===== src/hdl/cts_pkg.sv =====
package cts_pkg;

  // Item operation codes
  typedef enum logic [1:0] {
    OP_START    = 2'd0,
    OP_BYTE     = 2'd1,
    OP_RX_FRAME = 2'd2,
    OP_TICK     = 2'd3
  } op_t;

  // Result status codes
  typedef enum logic [2:0] {
    ST_FRAME    = 3'd0,
    ST_LAST     = 3'd1,
    ST_OVERFLOW = 3'd2,
    ST_TIMEOUT  = 3'd3,
    ST_REJECT   = 3'd4
  } status_t;

  // Configuration register indexes
  typedef enum logic [0:0] {
    CFG_TX_IDENTIFIER    = 1'b0,
    CFG_FC_TIMEOUT_TICKS = 1'b1
  } cfg_index_t;

  localparam int unsigned CfgDataWidth = 24;

  localparam logic [10:0] TxIdentifierReset   = 11'd2016;
  localparam logic [23:0] FcTimeoutTicksReset = 24'd2000000;

  typedef struct packed {
    op_t         operation;
    logic [11:0] message_length;
    logic [7:0]  data_byte;
    logic [7:0]  rx_first_byte;
    logic [7:0]  rx_second_byte;
    logic [7:0]  rx_third_byte;
  } item_t;

  typedef struct packed {
    logic [63:0] frame_bytes;
    logic [3:0]  frame_length;
    logic [10:0] frame_identifier;
    logic [6:0]  gap_ms;
    status_t     status;
  } result_t;

  typedef struct packed {
    logic [10:0] tx_identifier;
    logic [23:0] fc_timeout_ticks;
  } cfg_t;

endpackage


===== src/hdl/cts_item_if.sv =====
interface cts_item_if import cts_pkg::*; ();
  logic  valid;
  logic  ready;
  item_t payload;

  modport source(output valid, output payload, input ready);
  modport sink(input valid, input payload, output ready);
endinterface


===== src/hdl/cts_result_if.sv =====
interface cts_result_if import cts_pkg::*; ();
  logic    valid;
  logic    ready;
  result_t payload;

  modport source(output valid, output payload, input ready);
  modport sink(input valid, input payload, output ready);
endinterface


===== src/hdl/cts_seg_core.sv =====
module cts_seg_core import cts_pkg::*; (
  input  logic    clk,
  input  logic    rst,
  input  logic    fire,
  input  item_t   item,
  input  cfg_t    cfg,
  output logic    has_result,
  output result_t result
);

  // Protocol control information and flow status nibbles, then frame size limits
  localparam logic [3:0] PciFirst   = 4'h1;
  localparam logic [3:0] PciConsec  = 4'h2;
  localparam logic [3:0] PciFlowCtl = 4'h3;
  localparam logic [3:0] FsClear    = 4'h0;
  localparam logic [3:0] FsWait     = 4'h1;
  localparam logic [3:0] FsOverflow = 4'h2;
  localparam logic [11:0] SingleMax = 12'd7;
  localparam logic [11:0] FirstData = 12'd6;
  localparam logic [2:0] LastSlot   = 3'd6;

  typedef enum logic [4:0] {
    PH_IDLE    = 5'b00001,
    PH_SINGLE  = 5'b00010,
    PH_FIRST   = 5'b00100,
    PH_WAIT_FC = 5'b01000,
    PH_CONSEC  = 5'b10000
  } phase_t;

  phase_t      phase, phase_next;
  logic [11:0] total_length, total_length_next;
  logic [11:0] bytes_taken, bytes_taken_next;
  logic [2:0]  cf_pos, cf_pos_next;
  logic [55:0] pending_frame, pending_frame_next;
  logic [3:0]  sequence_number, sequence_number_next;
  logic [7:0]  block_size_limit, block_size_limit_next;
  logic [7:0]  frames_in_block, frames_in_block_next;
  logic [7:0]  separation_ms, separation_ms_next;
  logic [23:0] wait_ticks, wait_ticks_next;

  logic [55:0] pend_work;
  logic [11:0] taken_inc;
  logic [7:0]  block_inc;
  logic [23:0] ticks_inc;
  logic        is_last;
  logic [7:0]  res_byte0;
  logic [3:0]  res_dlc;
  logic [6:0]  res_gap;
  status_t     res_status;

  // OR a data byte into frame byte position 1..7
  function automatic logic [55:0] place_byte(logic [55:0] frame, logic [2:0] slot,
                                             logic [7:0] value);
    logic [55:0] f;
    f = frame;
    for (int k = 0; k < 7; k++) begin
      if (slot == 3'(k + 1)) f[(6 - k) * 8 +: 8] = f[(6 - k) * 8 +: 8] | value;
    end
    return f;
  endfunction

  assign taken_inc = bytes_taken + 12'd1;
  assign block_inc = frames_in_block + 8'd1;
  assign ticks_inc = (wait_ticks != '1) ? wait_ticks + 24'd1 : wait_ticks;
  assign is_last   = taken_inc >= total_length;

  // Next state and result for the item in the stage
  always_comb begin
    phase_next            = phase;
    total_length_next     = total_length;
    bytes_taken_next      = bytes_taken;
    cf_pos_next           = cf_pos;
    pending_frame_next    = pending_frame;
    sequence_number_next  = sequence_number;
    block_size_limit_next = block_size_limit;
    frames_in_block_next  = frames_in_block;
    separation_ms_next    = separation_ms;
    wait_ticks_next       = wait_ticks;
    pend_work             = pending_frame;
    has_result            = 1'b0;
    res_byte0             = 8'd0;
    res_dlc               = 4'd0;
    res_gap               = 7'd0;
    res_status            = ST_FRAME;

    unique case (item.operation)
      OP_START: begin
        total_length_next     = item.message_length;
        bytes_taken_next      = 12'd0;
        cf_pos_next           = 3'd0;
        sequence_number_next  = 4'd1;
        frames_in_block_next  = 8'd0;
        block_size_limit_next = 8'd0;
        separation_ms_next    = 8'd0;
        wait_ticks_next       = 24'd0;
        pend_work             = 56'd0;
        if (item.message_length == 12'd0) begin
          // Empty message leaves as a bare single frame
          phase_next = PH_IDLE;
          has_result = 1'b1;
          res_dlc    = 4'd1;
          res_status = ST_LAST;
        end else if (item.message_length <= SingleMax) begin
          phase_next = PH_SINGLE;
        end else begin
          phase_next = PH_FIRST;
          pend_work  = place_byte(pend_work, 3'd1, item.message_length[7:0]);
        end
        pending_frame_next = pend_work;
      end

      OP_BYTE: begin
        unique case (phase)
          PH_SINGLE: begin
            pend_work        = place_byte(pend_work, bytes_taken[2:0] + 3'd1, item.data_byte);
            bytes_taken_next = taken_inc;
            if (is_last) begin
              has_result         = 1'b1;
              res_byte0          = {4'd0, total_length[3:0]};
              res_dlc            = total_length[3:0] + 4'd1;
              res_status         = ST_LAST;
              phase_next         = PH_IDLE;
              pending_frame_next = 56'd0;
            end else begin
              pending_frame_next = pend_work;
            end
          end
          PH_FIRST: begin
            pend_work        = place_byte(pend_work, bytes_taken[2:0] + 3'd2, item.data_byte);
            bytes_taken_next = taken_inc;
            if (taken_inc >= FirstData) begin
              has_result           = 1'b1;
              res_byte0            = {PciFirst, total_length[11:8]};
              res_dlc              = 4'd8;
              pending_frame_next   = 56'd0;
              phase_next           = PH_WAIT_FC;
              wait_ticks_next      = 24'd0;
              frames_in_block_next = 8'd0;
            end else begin
              pending_frame_next = pend_work;
            end
          end
          PH_CONSEC: begin
            pend_work        = place_byte(pend_work, cf_pos + 3'd1, item.data_byte);
            bytes_taken_next = taken_inc;
            if (is_last || cf_pos == LastSlot) begin
              has_result           = 1'b1;
              res_byte0            = {PciConsec, sequence_number};
              res_dlc              = {1'b0, cf_pos} + 4'd2;
              res_gap              = (separation_ms != 8'd0 && !separation_ms[7])
                                     ? separation_ms[6:0] : 7'd0;
              res_status           = is_last ? ST_LAST : ST_FRAME;
              sequence_number_next = sequence_number + 4'd1;
              pending_frame_next   = 56'd0;
              cf_pos_next          = 3'd0;
              if (is_last) begin
                phase_next = PH_IDLE;
              end else if (block_size_limit != 8'd0) begin
                // Block done: wait for the next flow control
                if (block_inc >= block_size_limit) begin
                  frames_in_block_next = 8'd0;
                  phase_next           = PH_WAIT_FC;
                  wait_ticks_next      = 24'd0;
                end else begin
                  frames_in_block_next = block_inc;
                end
              end
            end else begin
              cf_pos_next        = cf_pos + 3'd1;
              pending_frame_next = pend_work;
            end
          end
          default: begin
            // Byte out of turn: reject, keep state
            has_result = 1'b1;
            res_status = ST_REJECT;
          end
        endcase
      end

      OP_RX_FRAME: begin
        if (phase == PH_WAIT_FC && item.rx_first_byte[7:4] == PciFlowCtl) begin
          unique case (item.rx_first_byte[3:0])
            FsClear: begin
              block_size_limit_next = item.rx_second_byte;
              separation_ms_next    = item.rx_third_byte;
              frames_in_block_next  = 8'd0;
              phase_next            = PH_CONSEC;
            end
            FsWait: begin
              wait_ticks_next = 24'd0;
            end
            FsOverflow: begin
              phase_next         = PH_IDLE;
              pending_frame_next = 56'd0;
              has_result         = 1'b1;
              res_status         = ST_OVERFLOW;
            end
            default: ;
          endcase
        end
      end

      default: begin
        // Time tick: count only while awaiting flow control
        if (phase == PH_WAIT_FC) begin
          wait_ticks_next = ticks_inc;
          if (ticks_inc >= cfg.fc_timeout_ticks) begin
            phase_next         = PH_IDLE;
            pending_frame_next = 56'd0;
            has_result         = 1'b1;
            res_status         = ST_TIMEOUT;
          end
        end
      end
    endcase
  end

  // Assemble the result beat
  always_comb begin
    result.frame_bytes      = (res_dlc != 4'd0) ? {res_byte0, pend_work} : 64'd0;
    result.frame_length     = res_dlc;
    result.frame_identifier = (res_dlc != 4'd0) ? cfg.tx_identifier : 11'd0;
    result.gap_ms           = res_gap;
    result.status           = res_status;
  end

  // Advance the state on each item taken
  always_ff @(posedge clk) begin
    if (rst) begin
      phase            <= PH_IDLE;
      total_length     <= 12'd0;
      bytes_taken      <= 12'd0;
      cf_pos           <= 3'd0;
      pending_frame    <= 56'd0;
      sequence_number  <= 4'd1;
      block_size_limit <= 8'd0;
      frames_in_block  <= 8'd0;
      separation_ms    <= 8'd0;
      wait_ticks       <= 24'd0;
    end else if (fire) begin
      phase            <= phase_next;
      total_length     <= total_length_next;
      bytes_taken      <= bytes_taken_next;
      cf_pos           <= cf_pos_next;
      pending_frame    <= pending_frame_next;
      sequence_number  <= sequence_number_next;
      block_size_limit <= block_size_limit_next;
      frames_in_block  <= frames_in_block_next;
      separation_ms    <= separation_ms_next;
      wait_ticks       <= wait_ticks_next;
    end
  end

endmodule


===== src/hdl/cts_result_reg.sv =====
module cts_result_reg import cts_pkg::*; (
  input  logic    clk,
  input  logic    rst,
  input  logic    load,
  input  logic    load_valid,
  input  result_t load_data,
  output logic    free,
  cts_result_if.source result
);

  logic    out_valid;
  result_t out_data;

  // Slot is free when empty or being drained this cycle
  assign free = !out_valid || result.ready;

  // Hold the beat until taken; load replaces it
  always_ff @(posedge clk) begin
    if (rst) begin
      out_valid <= 1'b0;
    end else if (load) begin
      out_valid <= load_valid;
    end else if (result.ready) begin
      out_valid <= 1'b0;
    end
  end

  always_ff @(posedge clk) begin
    if (load && load_valid) begin
      out_data <= load_data;
    end
  end

  assign result.valid   = out_valid;
  assign result.payload = out_data;

endmodule


===== src/hdl/can_transport_segmenting_sender.sv =====
// Segmenting CAN transport sender. Takes one item per clock cycle, sustained:
// a new item is accepted every cycle unless the input register is full and the
// result register holds a beat that the sink is not taking in that cycle. Each
// item passes the input register and the segmentation logic into the result
// register, where its beat waits until taken; items that cause no result
// (start of a non-empty message, most payload bytes, flow-control frames other
// than overflow, ticks before the timeout) produce no beat. Configuration
// writes (identifier, flow-control timeout) take effect at once and are meant
// for idle periods only. No memory, no clearing pass after reset.
module can_transport_segmenting_sender import cts_pkg::*; (
  input  logic                    clk,
  input  logic                    rst,
  input  logic                    cfg_write,
  input  cfg_index_t              cfg_index,
  input  logic [CfgDataWidth-1:0] cfg_data,
  cts_item_if.sink                item,
  cts_result_if.source            result
);

  cfg_t    cfg;
  logic    stage_valid;
  item_t   stage_item;
  logic    advance;
  logic    fire;
  logic    has_result;
  result_t core_result;

  // Configuration registers
  always_ff @(posedge clk) begin
    if (rst) begin
      cfg.tx_identifier    <= TxIdentifierReset;
      cfg.fc_timeout_ticks <= FcTimeoutTicksReset;
    end else if (cfg_write) begin
      unique case (cfg_index)
        CFG_TX_IDENTIFIER:    cfg.tx_identifier    <= cfg_data[10:0];
        CFG_FC_TIMEOUT_TICKS: cfg.fc_timeout_ticks <= cfg_data[23:0];
        default: ;
      endcase
    end
  end

  // Input register: refill whenever the stage empties
  assign fire       = stage_valid && advance;
  assign item.ready = !stage_valid || advance;

  always_ff @(posedge clk) begin
    if (rst) begin
      stage_valid <= 1'b0;
    end else if (item.ready) begin
      stage_valid <= item.valid;
    end
  end

  always_ff @(posedge clk) begin
    if (item.valid && item.ready) begin
      stage_item <= item.payload;
    end
  end

  cts_seg_core u_core (
    .clk        (clk),
    .rst        (rst),
    .fire       (fire),
    .item       (stage_item),
    .cfg        (cfg),
    .has_result (has_result),
    .result     (core_result)
  );

  cts_result_reg u_out (
    .clk        (clk),
    .rst        (rst),
    .load       (fire),
    .load_valid (has_result),
    .load_data  (core_result),
    .free       (advance),
    .result     (result)
  );

  // A processed item with a result shows up as a beat next cycle
  a_result_shown: assert property (@(posedge clk) disable iff (rst)
    fire && has_result |=> result.valid)
    else $error("result beat lost");

  // An empty result register never blocks input
  a_ready_when_free: assert property (@(posedge clk) disable iff (rst)
    !result.valid |-> item.ready)
    else $error("input stalled with free result register");

  // Aborts and rejects carry no frame
  a_no_frame_on_abort: assert property (@(posedge clk) disable iff (rst)
    result.valid && (result.payload.status == ST_OVERFLOW ||
                     result.payload.status == ST_TIMEOUT ||
                     result.payload.status == ST_REJECT)
    |-> result.payload.frame_length == 4'd0 && result.payload.frame_bytes == 64'd0)
    else $error("frame data on abort or reject");

endmodule

===== src/flat_wrapper.sv =====
// flat-port wrapper written by rule: the top's interface ports become plain ports
module can_transport_segmenting_sender_flat import cts_pkg::*;
  (clk, rst, cfg_write, cfg_index, cfg_data, item_valid, item_payload, item_ready, result_valid, result_payload, result_ready);
  cts_item_if item_i ();
  cts_result_if result_i ();
  input  logic clk;
  input  logic rst;
  input  logic cfg_write;
  input  cfg_index_t cfg_index;
  input  logic [CfgDataWidth-1:0] cfg_data;
  input wire logic [$bits(item_i.valid)-1:0] item_valid;
  input wire logic [$bits(item_i.payload)-1:0] item_payload;
  output wire logic [$bits(item_i.ready)-1:0] item_ready;
  output wire logic [$bits(result_i.valid)-1:0] result_valid;
  output wire logic [$bits(result_i.payload)-1:0] result_payload;
  input wire logic [$bits(result_i.ready)-1:0] result_ready;
  assign item_i.valid = item_valid;
  assign item_i.payload = item_payload;
  assign item_ready = item_i.ready;
  assign result_valid = result_i.valid;
  assign result_payload = result_i.payload;
  assign result_i.ready = result_ready;
  can_transport_segmenting_sender u_core (.clk(clk), .rst(rst), .cfg_write(cfg_write), .cfg_index(cfg_index), .cfg_data(cfg_data), .item(item_i), .result(result_i));
endmodule

===== config.mk =====
export PLATFORM = sky130hd
export DESIGN_NAME = can_transport_segmenting_sender_flat
export DESIGN_NICKNAME = d
export VERILOG_FILES = /design/src/hdl/cts_pkg.sv /design/src/hdl/cts_item_if.sv /design/src/hdl/cts_result_if.sv /design/src/hdl/cts_seg_core.sv /design/src/hdl/cts_result_reg.sv /design/src/hdl/can_transport_segmenting_sender.sv /design/src/flat_wrapper.sv
export SDC_FILE = /design/constraint.sdc
export NUM_CORES = 1
export LEC_CHECK = 0
export BUFFER_PORTS_ARGS = -buffer_cell sky130_fd_sc_hd__buf_4
export CORE_ASPECT_RATIO = 1.2
export CORE_MARGIN = 2
export CORE_UTILIZATION = 64
export DETAILED_ROUTE_END_ITERATION = 12
export HOLD_SLACK_MARGIN = 0.08
export PLACE_DENSITY = 0.86
export SLEW_MARGIN = 20
export SYNTH_ARGS = -nofsm -noshare
export SYNTH_HDL_FRONTEND = slang
export SYNTH_SLANG_ARGS = --single-unit

===== constraint.sdc =====
create_clock -name clk -period 19.4 [get_ports clk]
set_clock_uncertainty 0.15 [all_clocks]
set_input_delay 0.97 -clock clk [delete_from_list [all_inputs] [get_ports clk]]
set_output_delay 0.97 -clock clk [all_outputs]
set_load 0.02 [all_outputs]

==> results of run 1 <==
[cells in the final DEF, fill, tap and decap left out, types with 14 or more instances in the layout]
cell type  instances
a21oi_1          170
a221o_1           14
a22oi_1           61
and2_1            24
buf_4            181
clkbuf_16         31
dfxtp_1          177
edfxtp_1         133
ha_1              58
inv_1             59
nand2_1          239
nand2b_1          15
nand3_1           82
nand4_1           23
nor2_1           175
nor2b_1           49
nor3_1            22
o2111ai_1         32
o21ai_0          147
o21bai_1          23
xnor2_1           28
xor2_1            17
[flip-flops by register name, summed over array words and instances (netlist names)]
register and flops:
u_core.cfg 35, u_core.u_out.result.payload 87, u_core.u_core.block_size_limit 8, u_core.u_core.bytes_taken 12, u_core.u_core.total_length 12, u_core.u_core.phase 5, u_core.u_core.pending_frame 56, u_core.u_core.separation_ms 8
u_core.u_core.cf_pos 3, u_core.u_out.result.valid 1, u_core.stage_valid 1, u_core.u_core.frames_in_block 8, u_core.u_core.wait_ticks 24, u_core.stage_item 46, u_core.u_core.sequence_number 4
[synthesized netlist by cell type (11+ instances only)]
| cell | instances |
|---|---|
| nand2_1 | 239 |
| dfxtp_1 | 177 |
| nor2_1 | 176 |
| a21oi_1 | 171 |
| o21ai_0 | 147 |
| edfxtp_1 | 133 |
| clkbuf_1 | 102 |
| nand3_1 | 82 |
| a22oi_1 | 61 |
| inv_1 | 59 |
| ha_1 | 58 |
| nor2b_1 | 49 |
| o2111ai_1 | 32 |
| xnor2_1 | 28 |
| and2_1 | 25 |
| nand4_1 | 23 |
| o21bai_1 | 23 |
| nor3_1 | 22 |
| xor2_1 | 17 |
| nand2b_1 | 15 |
| a221o_1 | 14 |
| buf_1 | 12 |
| o211ai_1 | 12 |
| a211oi_1 | 11 |
| and3_1 | 11 |
[metrics by stage]
step	cells	power, W
4_1_cts	2320	0.00140
5_1_grt	2321	0.00143
3_3_place_gp	2264	0.000803
2_1_floorplan	1890	0.000768
6_report	2321	0.00140
3_5_place_dp	2264	0.000805
[power breakdown]
group / switching, W / internal (W)
clock: 0.000253 / 0.000353
combinational: 0.0000587 / 0.0000299
sequential: 0.0000130 / 0.000693
[how the worst min path moves through the flow]
stage / startpoint / end / slack, ns / cells after the start
2_1_floorplan: u_core.cfg[24] / u_core.cfg[24] / 0.28 / 2
3_3_place_gp: u_core.cfg[24] / u_core.cfg[24] / 0.29 / 2
3_5_place_dp: u_core.cfg[26] / u_core.cfg[26] / 0.30 / 2
4_1_cts: u_core.cfg[26] / u_core.cfg[26] / 0.30 / 2
5_1_grt: u_core.cfg[28] / u_core.cfg[28] / 0.33 / 2
6_report: u_core.cfg[26] / u_core.cfg[26] / 0.30 / 2
[logic make-up (layout without fill, tap and decap cells)]
family | count (synthesis) | count (layout) | synth area share
buf+inv | 196 | 297 | 0.0505
mux | 6 | 6 | 0.00371
fa+ha+maj | 58 | 58 | 0.0439
simple gates | 704 | 704 | 0.202
other cells | 1 | 2 | 0.000227
xor+xnor | 45 | 45 | 0.0238
compound gates | 569 | 569 | 0.220
flops | 310 | 310 | 0.456
[worst max-delay path: cells and delay by family, from the launching register on]
kind	cells	cell delay, ns
buf+inv	3	1.35
flops	1	0.43
xor+xnor	1	0.39
simple gates	7	1.88
compound gates	4	0.55
fa+ha+maj	2	0.50
[layer usage]
metal / vias to the layer above / global-route usage / wire length, µm
li1: 7001 / - / -
met5: - / 0 / 0
met1: 7176 / 0.396 / 16700
met3: 215 / 0.0527 / 3940
met2: 937 / 0.583 / 23300
met4: 0 / 0.171 / 2620
[cell type report]
cell class	count	area, µm²	area share
Multi-Input combinational cell	1384	8220	0.437
Sequential cell	310	7540	0.401
Timing Repair Buffer	182	1390	0.0738
Clock buffer	40	830	0.0441
Tap cell	330	413	0.0220
Inverter	59	221	0.0118
Clock inverter	16	186	0.00992
==> results.sh, run 1 <==
export IMPL_outcome="finished clean"
export IMPL_ys_seq_elements=310
export IMPL_grt_pass1_vias=14603
export IMPL_pin_count=167
export IMPL_cp_required_ns=19.44
export IMPL_ys_seq_area_frac=0.456
export IMPL_critPathCaptureType="register"
export IMPL_clkLatencyLatePin_ns=0.57
export IMPL_rrSetupSlack_ns=13.72
export IMPL_cap_viol_max_count=0
export IMPL_syn_to_final_growth_pct=13.7
export IMPL_netlist_area_um2=16500
export IMPL_synthFlopType="dfxtp_1"
export IMPL_wl_per_cell_um=20.1
export IMPL_hpwl_mm=31.1
export IMPL_vias=15329
export IMPL_layout_drive_gt1_share=0.131
export IMPL_final_cell_area_um2=18800
export IMPL_cp_startpoint="u_core.u_core.bytes_taken[2]"
export IMPL_postLayoutCoreUtil=0.738
export IMPL_fin_setup_tns_ns=0
export IMPL_start_util=0.649
export IMPL_r2r_start="u_core.u_core.bytes_taken[2]"
export IMPL_maxSlewViolCount=0
export IMPL_grt_max_degree=72
export IMPL_drt_iter0_drc=1708
export IMPL_postSynthCellCount=1889
export IMPL_grt_overflow=0
export IMPL_rr_endpoint="u_core.u_out.result.payload[26]"
export IMPL_wirelength_mm=46.6
export IMPL_ctsLongestPathBuffers=3
export IMPL_period_needed_ns=5.68
export IMPL_fmax_ghz=0.176
export IMPL_synth_edf_count=133
export IMPL_path_clk_slew_ns=0.06
export IMPL_hold_slack_ns=0.305
export IMPL_die_area_um2=27100
export IMPL_cts_hold_buf=0
export IMPL_power_density_nw_per_um2=74.5
export IMPL_clock_sinks=310
export IMPL_rows=64
export IMPL_n_antenna_cell=0
export IMPL_endpoint="u_core.u_out.result.payload[26]"
export IMPL_slew_headroom=0.244
export IMPL_root_buffer="clkbuf_16"
export IMPL_ys_types=84
export IMPL_worstSetupStartpointType="register"
export IMPL_finalSetupViolCount=0
export IMPL_coreArea_um2=25500
export IMPL_hp_class="register to register"
export IMPL_fillers=1876
export IMPL_port_buffers=164
export IMPL_via_per_inst=6.60
export IMPL_hold_viol=0
export IMPL_cts_buffers=30
export IMPL_grt_usage=0.335
export IMPL_period_share=0.293
export IMPL_ys_top_cells_by_area="edfxtp_1 (24%), dfxtp_1 (21%), nand2_1 (5.4%)"
export IMPL_cts_resized=0
export IMPL_htreeDepth=1
export IMPL_max_stage_delay_ns=0.58
export IMPL_place_ws_ns=13.44
export IMPL_grt_pass1_wl_mm=73.8
export IMPL_die_h_um=180
export IMPL_worst_endpoint_arrival_ns=5.73
export IMPL_peakVddDrop_v=0.0000776
export IMPL_critPathSlowestCell="buf_4"
export IMPL_drc=0
export IMPL_crit_chain="ha_1 > and4_4 > nand4_1 > xnor2_1 > ha_1 > or3b_2 > a32o_1 > o211ai_2 > nand3_1 > o21ai_4 > buf_4 > and2_4 > or4_1 > a2111oi_2 > nor2_4 > buf_16 > buf_4"
export IMPL_power_leakage_nw=7.03
export IMPL_async_reset_ff_frac=0
export IMPL_fin_nets=2101
export IMPL_antenna_found_initial=0
export IMPL_rr_worst_depth=17
export IMPL_yosys_warnings=0
export IMPL_critical_path_class="register to register"
export IMPL_rsz0062_at_grt="no"
export IMPL_antenna_left=0
export IMPL_place_congestion=0.972
export IMPL_worst_pin_slew_ns=1.13
export IMPL_crit_path_max_fanout=71
export IMPL_yosys_area_top_type="edfxtp_1"
export IMPL_fin_ws_ns=13.72
export IMPL_die_w_um=151
export IMPL_tritoncts="yes"
export IMPL_synth_top_area_share=0.242
export IMPL_placed_area_um2=17700
export IMPL_firstDrtPassIters=6
export IMPL_avgSynthCellArea_um2=8.75
export IMPL_cts_setup_buffers=0
Note: power is estimated with default switching activity, not from simulation.
==> run 2: changes to the inputs <==
--- a/config.mk
+++ b/config.mk
@@ -8,10 +8,10 @@
 export BUFFER_PORTS_ARGS = -buffer_cell sky130_fd_sc_hd__buf_4
 export CORE_ASPECT_RATIO = 1.2
 export CORE_MARGIN = 2
-export CORE_UTILIZATION = 64
+export CORE_UTILIZATION = 54
 export DETAILED_ROUTE_END_ITERATION = 12
 export HOLD_SLACK_MARGIN = 0.08
-export PLACE_DENSITY = 0.86
+export PLACE_DENSITY = 0.77
 export SLEW_MARGIN = 20
 export SYNTH_ARGS = -nofsm -noshare
 export SYNTH_HDL_FRONTEND = slang
==> constraint.sdc (replaced) <==
create_clock -name clk -period 4.8 [get_ports clk]
set_clock_uncertainty 0.15 [all_clocks]
set_input_delay 0.24 -clock clk [delete_from_list [all_inputs] [get_ports clk]]
set_output_delay 0.24 -clock clk [all_outputs]
set_load 0.02 [all_outputs]
==> run 2 against run 1 <==
Compared with the run above:
- clock-buffer cell count fell by 1
- total power grew to 4.1 times the previous value
- die area increased by 18%
- largest cell class unchanged
==> results.sh, run 2 (same netlist as run 1, synthesis figures left out) <==
export IMPL_rrSetupSlack_ns=0.21
export IMPL_grt_usage=0.301
export IMPL_hold_end="u_core.stage_item[22]"
export IMPL_fin_ws_ns=0.213
export IMPL_fin_nets=2213
export IMPL_start_util=0.545
export IMPL_worstHoldStart="item_payload[22]"
export IMPL_antenna_left=0
export IMPL_worst_pin_slew_ns=1.09
export IMPL_outcome="finished clean"
export IMPL_vias=15404
export IMPL_clkLatencyLatePin_ns=0.58
export IMPL_via_per_inst=6.16
export IMPL_finalSetupViolCount=0
export IMPL_place_ws_ns=0.241
export IMPL_fmax_ghz=0.218
export IMPL_worstHoldPathCells=2
export IMPL_hp_class="input pin to register"
export IMPL_largest_reg_flops=87
export IMPL_crit_path_max_fanout=70
export IMPL_power_density_nw_per_um2=286
export IMPL_period_needed_ns=4.59
export IMPL_r2r_start="u_core.u_core.bytes_taken[2]"
export IMPL_rr_worst_depth=15
export IMPL_path_clk_slew_ns=0.06
export IMPL_port_buffers=164
export IMPL_worstSetupStartpointType="register"
export IMPL_final_cell_area_um2=20000
export IMPL_layout_drive_gt1_share=0.144
export IMPL_place_congestion=0.899
export IMPL_die_h_um=196
export IMPL_crit_chain="ha_4 > and4_4 > nand4_1 > xnor2_2 > ha_1 > or3b_4 > a32o_1 > o211ai_2 > a211oi_2 > o21ai_4 > and2_4 > or4_1 > a2111oi_4 > nor2_4 > buf_12"
export IMPL_grt_overflow=0
export IMPL_pin_count=167
export IMPL_power_leakage_nw=7.51
export IMPL_cap_viol_max_count=0
export IMPL_clock_sinks=310
export IMPL_coreArea_um2=30300
export IMPL_rr_endpoint="u_core.u_out.result.payload[34]"
export IMPL_antenna_found_initial=0
export IMPL_critPathSlowestCell="or4_1"
export IMPL_drt_iter0_drc=1198
export IMPL_wirelength_mm=49.3
export IMPL_cp_buffers_inverters=1
export IMPL_postLayoutCoreUtil=0.660
export IMPL_htreeDepth=1
export IMPL_wl_per_cell_um=19.7
export IMPL_root_buffer="clkbuf_16"
export IMPL_die_area_um2=32000
export IMPL_grt_pass1_vias=14848
export IMPL_max_stage_delay_ns=0.57
export IMPL_final_cell_mix="nand2_1 (239), buf_4 (206), dfxtp_1 (174)"
export IMPL_placed_area_um2=18100
export IMPL_cts_buffers=31
export IMPL_hpwl_mm=32.2
export IMPL_power_total_w=0.00573
export IMPL_firstDrtPassIters=8
export IMPL_maxSlewViolCount=0
export IMPL_crit_family="simple AND/OR/NAND/NOR gates"
export IMPL_period_share=0.956
export IMPL_critPathCaptureType="register"
export IMPL_worst_endpoint_arrival_ns=4.71
export IMPL_syn_to_final_growth_pct=21.1
export IMPL_cp_required_ns=4.92
export IMPL_grt_max_degree=71
export IMPL_n_antenna_cell=0
export IMPL_slew_headroom=0.270
export IMPL_tritoncts="yes"
export IMPL_critical_path_class="register to register"
export IMPL_final_common_cell="nand2_1"
export IMPL_drc=0
export IMPL_grt_pass1_wl_mm=77.4
export IMPL_die_w_um=164
export IMPL_peakVddDrop_v=0.000329
export IMPL_ctsLongestPathBuffers=3
export IMPL_rsz0062_at_grt="no"
export IMPL_hold_viol=0
export IMPL_rows=70
-- run 2: worst max path at each step --
stage	slack [ns]	startpoint	endpoint	cells after the start
2_1_floorplan	-0.006	u_core.u_core.bytes_taken[2]	u_core.u_out.result.payload[0]	16
3_3_place_gp	0.30	u_core.u_core.bytes_taken[2]	u_core.u_out.result.payload[36]	15
3_5_place_dp	0.24	u_core.u_core.bytes_taken[2]	u_core.u_out.result.payload[61]	15
4_1_cts	0.21	u_core.u_core.bytes_taken[2]	u_core.u_out.result.payload[34]	15
5_1_grt	0.007	u_core.u_core.bytes_taken[8]	u_core.u_out.result.payload[42]	14
6_report	0.21	u_core.u_core.bytes_taken[2]	u_core.u_out.result.payload[34]	15
-- run 2: through the flow --
stage | setup TNS (ns) | hold slack [ns] | cells
final | 0 | 0.224 | 2500
after CTS | 0 | 0.205 | 2496
after floorplan | -0.526 | 0.189 | 1890
after global placement | 0 | 0.268 | 2352
after global routing | 0 | 0.218 | 2500
after detailed placement | 0 | 0.269 | 2352
-- run 2: timing repair --
action,CTS,global route
resized for setup,0,3
setup buffers,0,4
endpoints found under the hold margin,106,0
hold buffers,86,0
setup endpoints to repair,0,82
-- run 2: layout make-up --
| class | count | area, µm² |
|---|---|---|
| clock buffer | 39 | 826 |
| clock inverter | 19 | 193 |
| fill | 2386 | 10300 |
| inverter | 59 | 221 |
| multi-input combinational | 1384 | 8300 |
| sequential | 310 | 7550 |
| tap | 396 | 495 |
| timing repair buffer | 293 | 2430 |
-- run 2: where the power goes --
part / leakage, nW / switching, W / total (W) / internal, W
Clock: 0.498 / 0.00107 / 0.00246 / 0.00139
Combinational: 4.36 / 0.000241 / 0.000410 / 0.000168
Sequential: 2.65 / 0.0000627 / 0.00286 / 0.00280
-- run 2: layer usage --
layer / wire length [µm] / global-route usage
met5: 0 / 0
met1: 18300 / 0.348
met3: 3140 / 0.0370
met2: 25600 / 0.545
met4: 2240 / 0.146
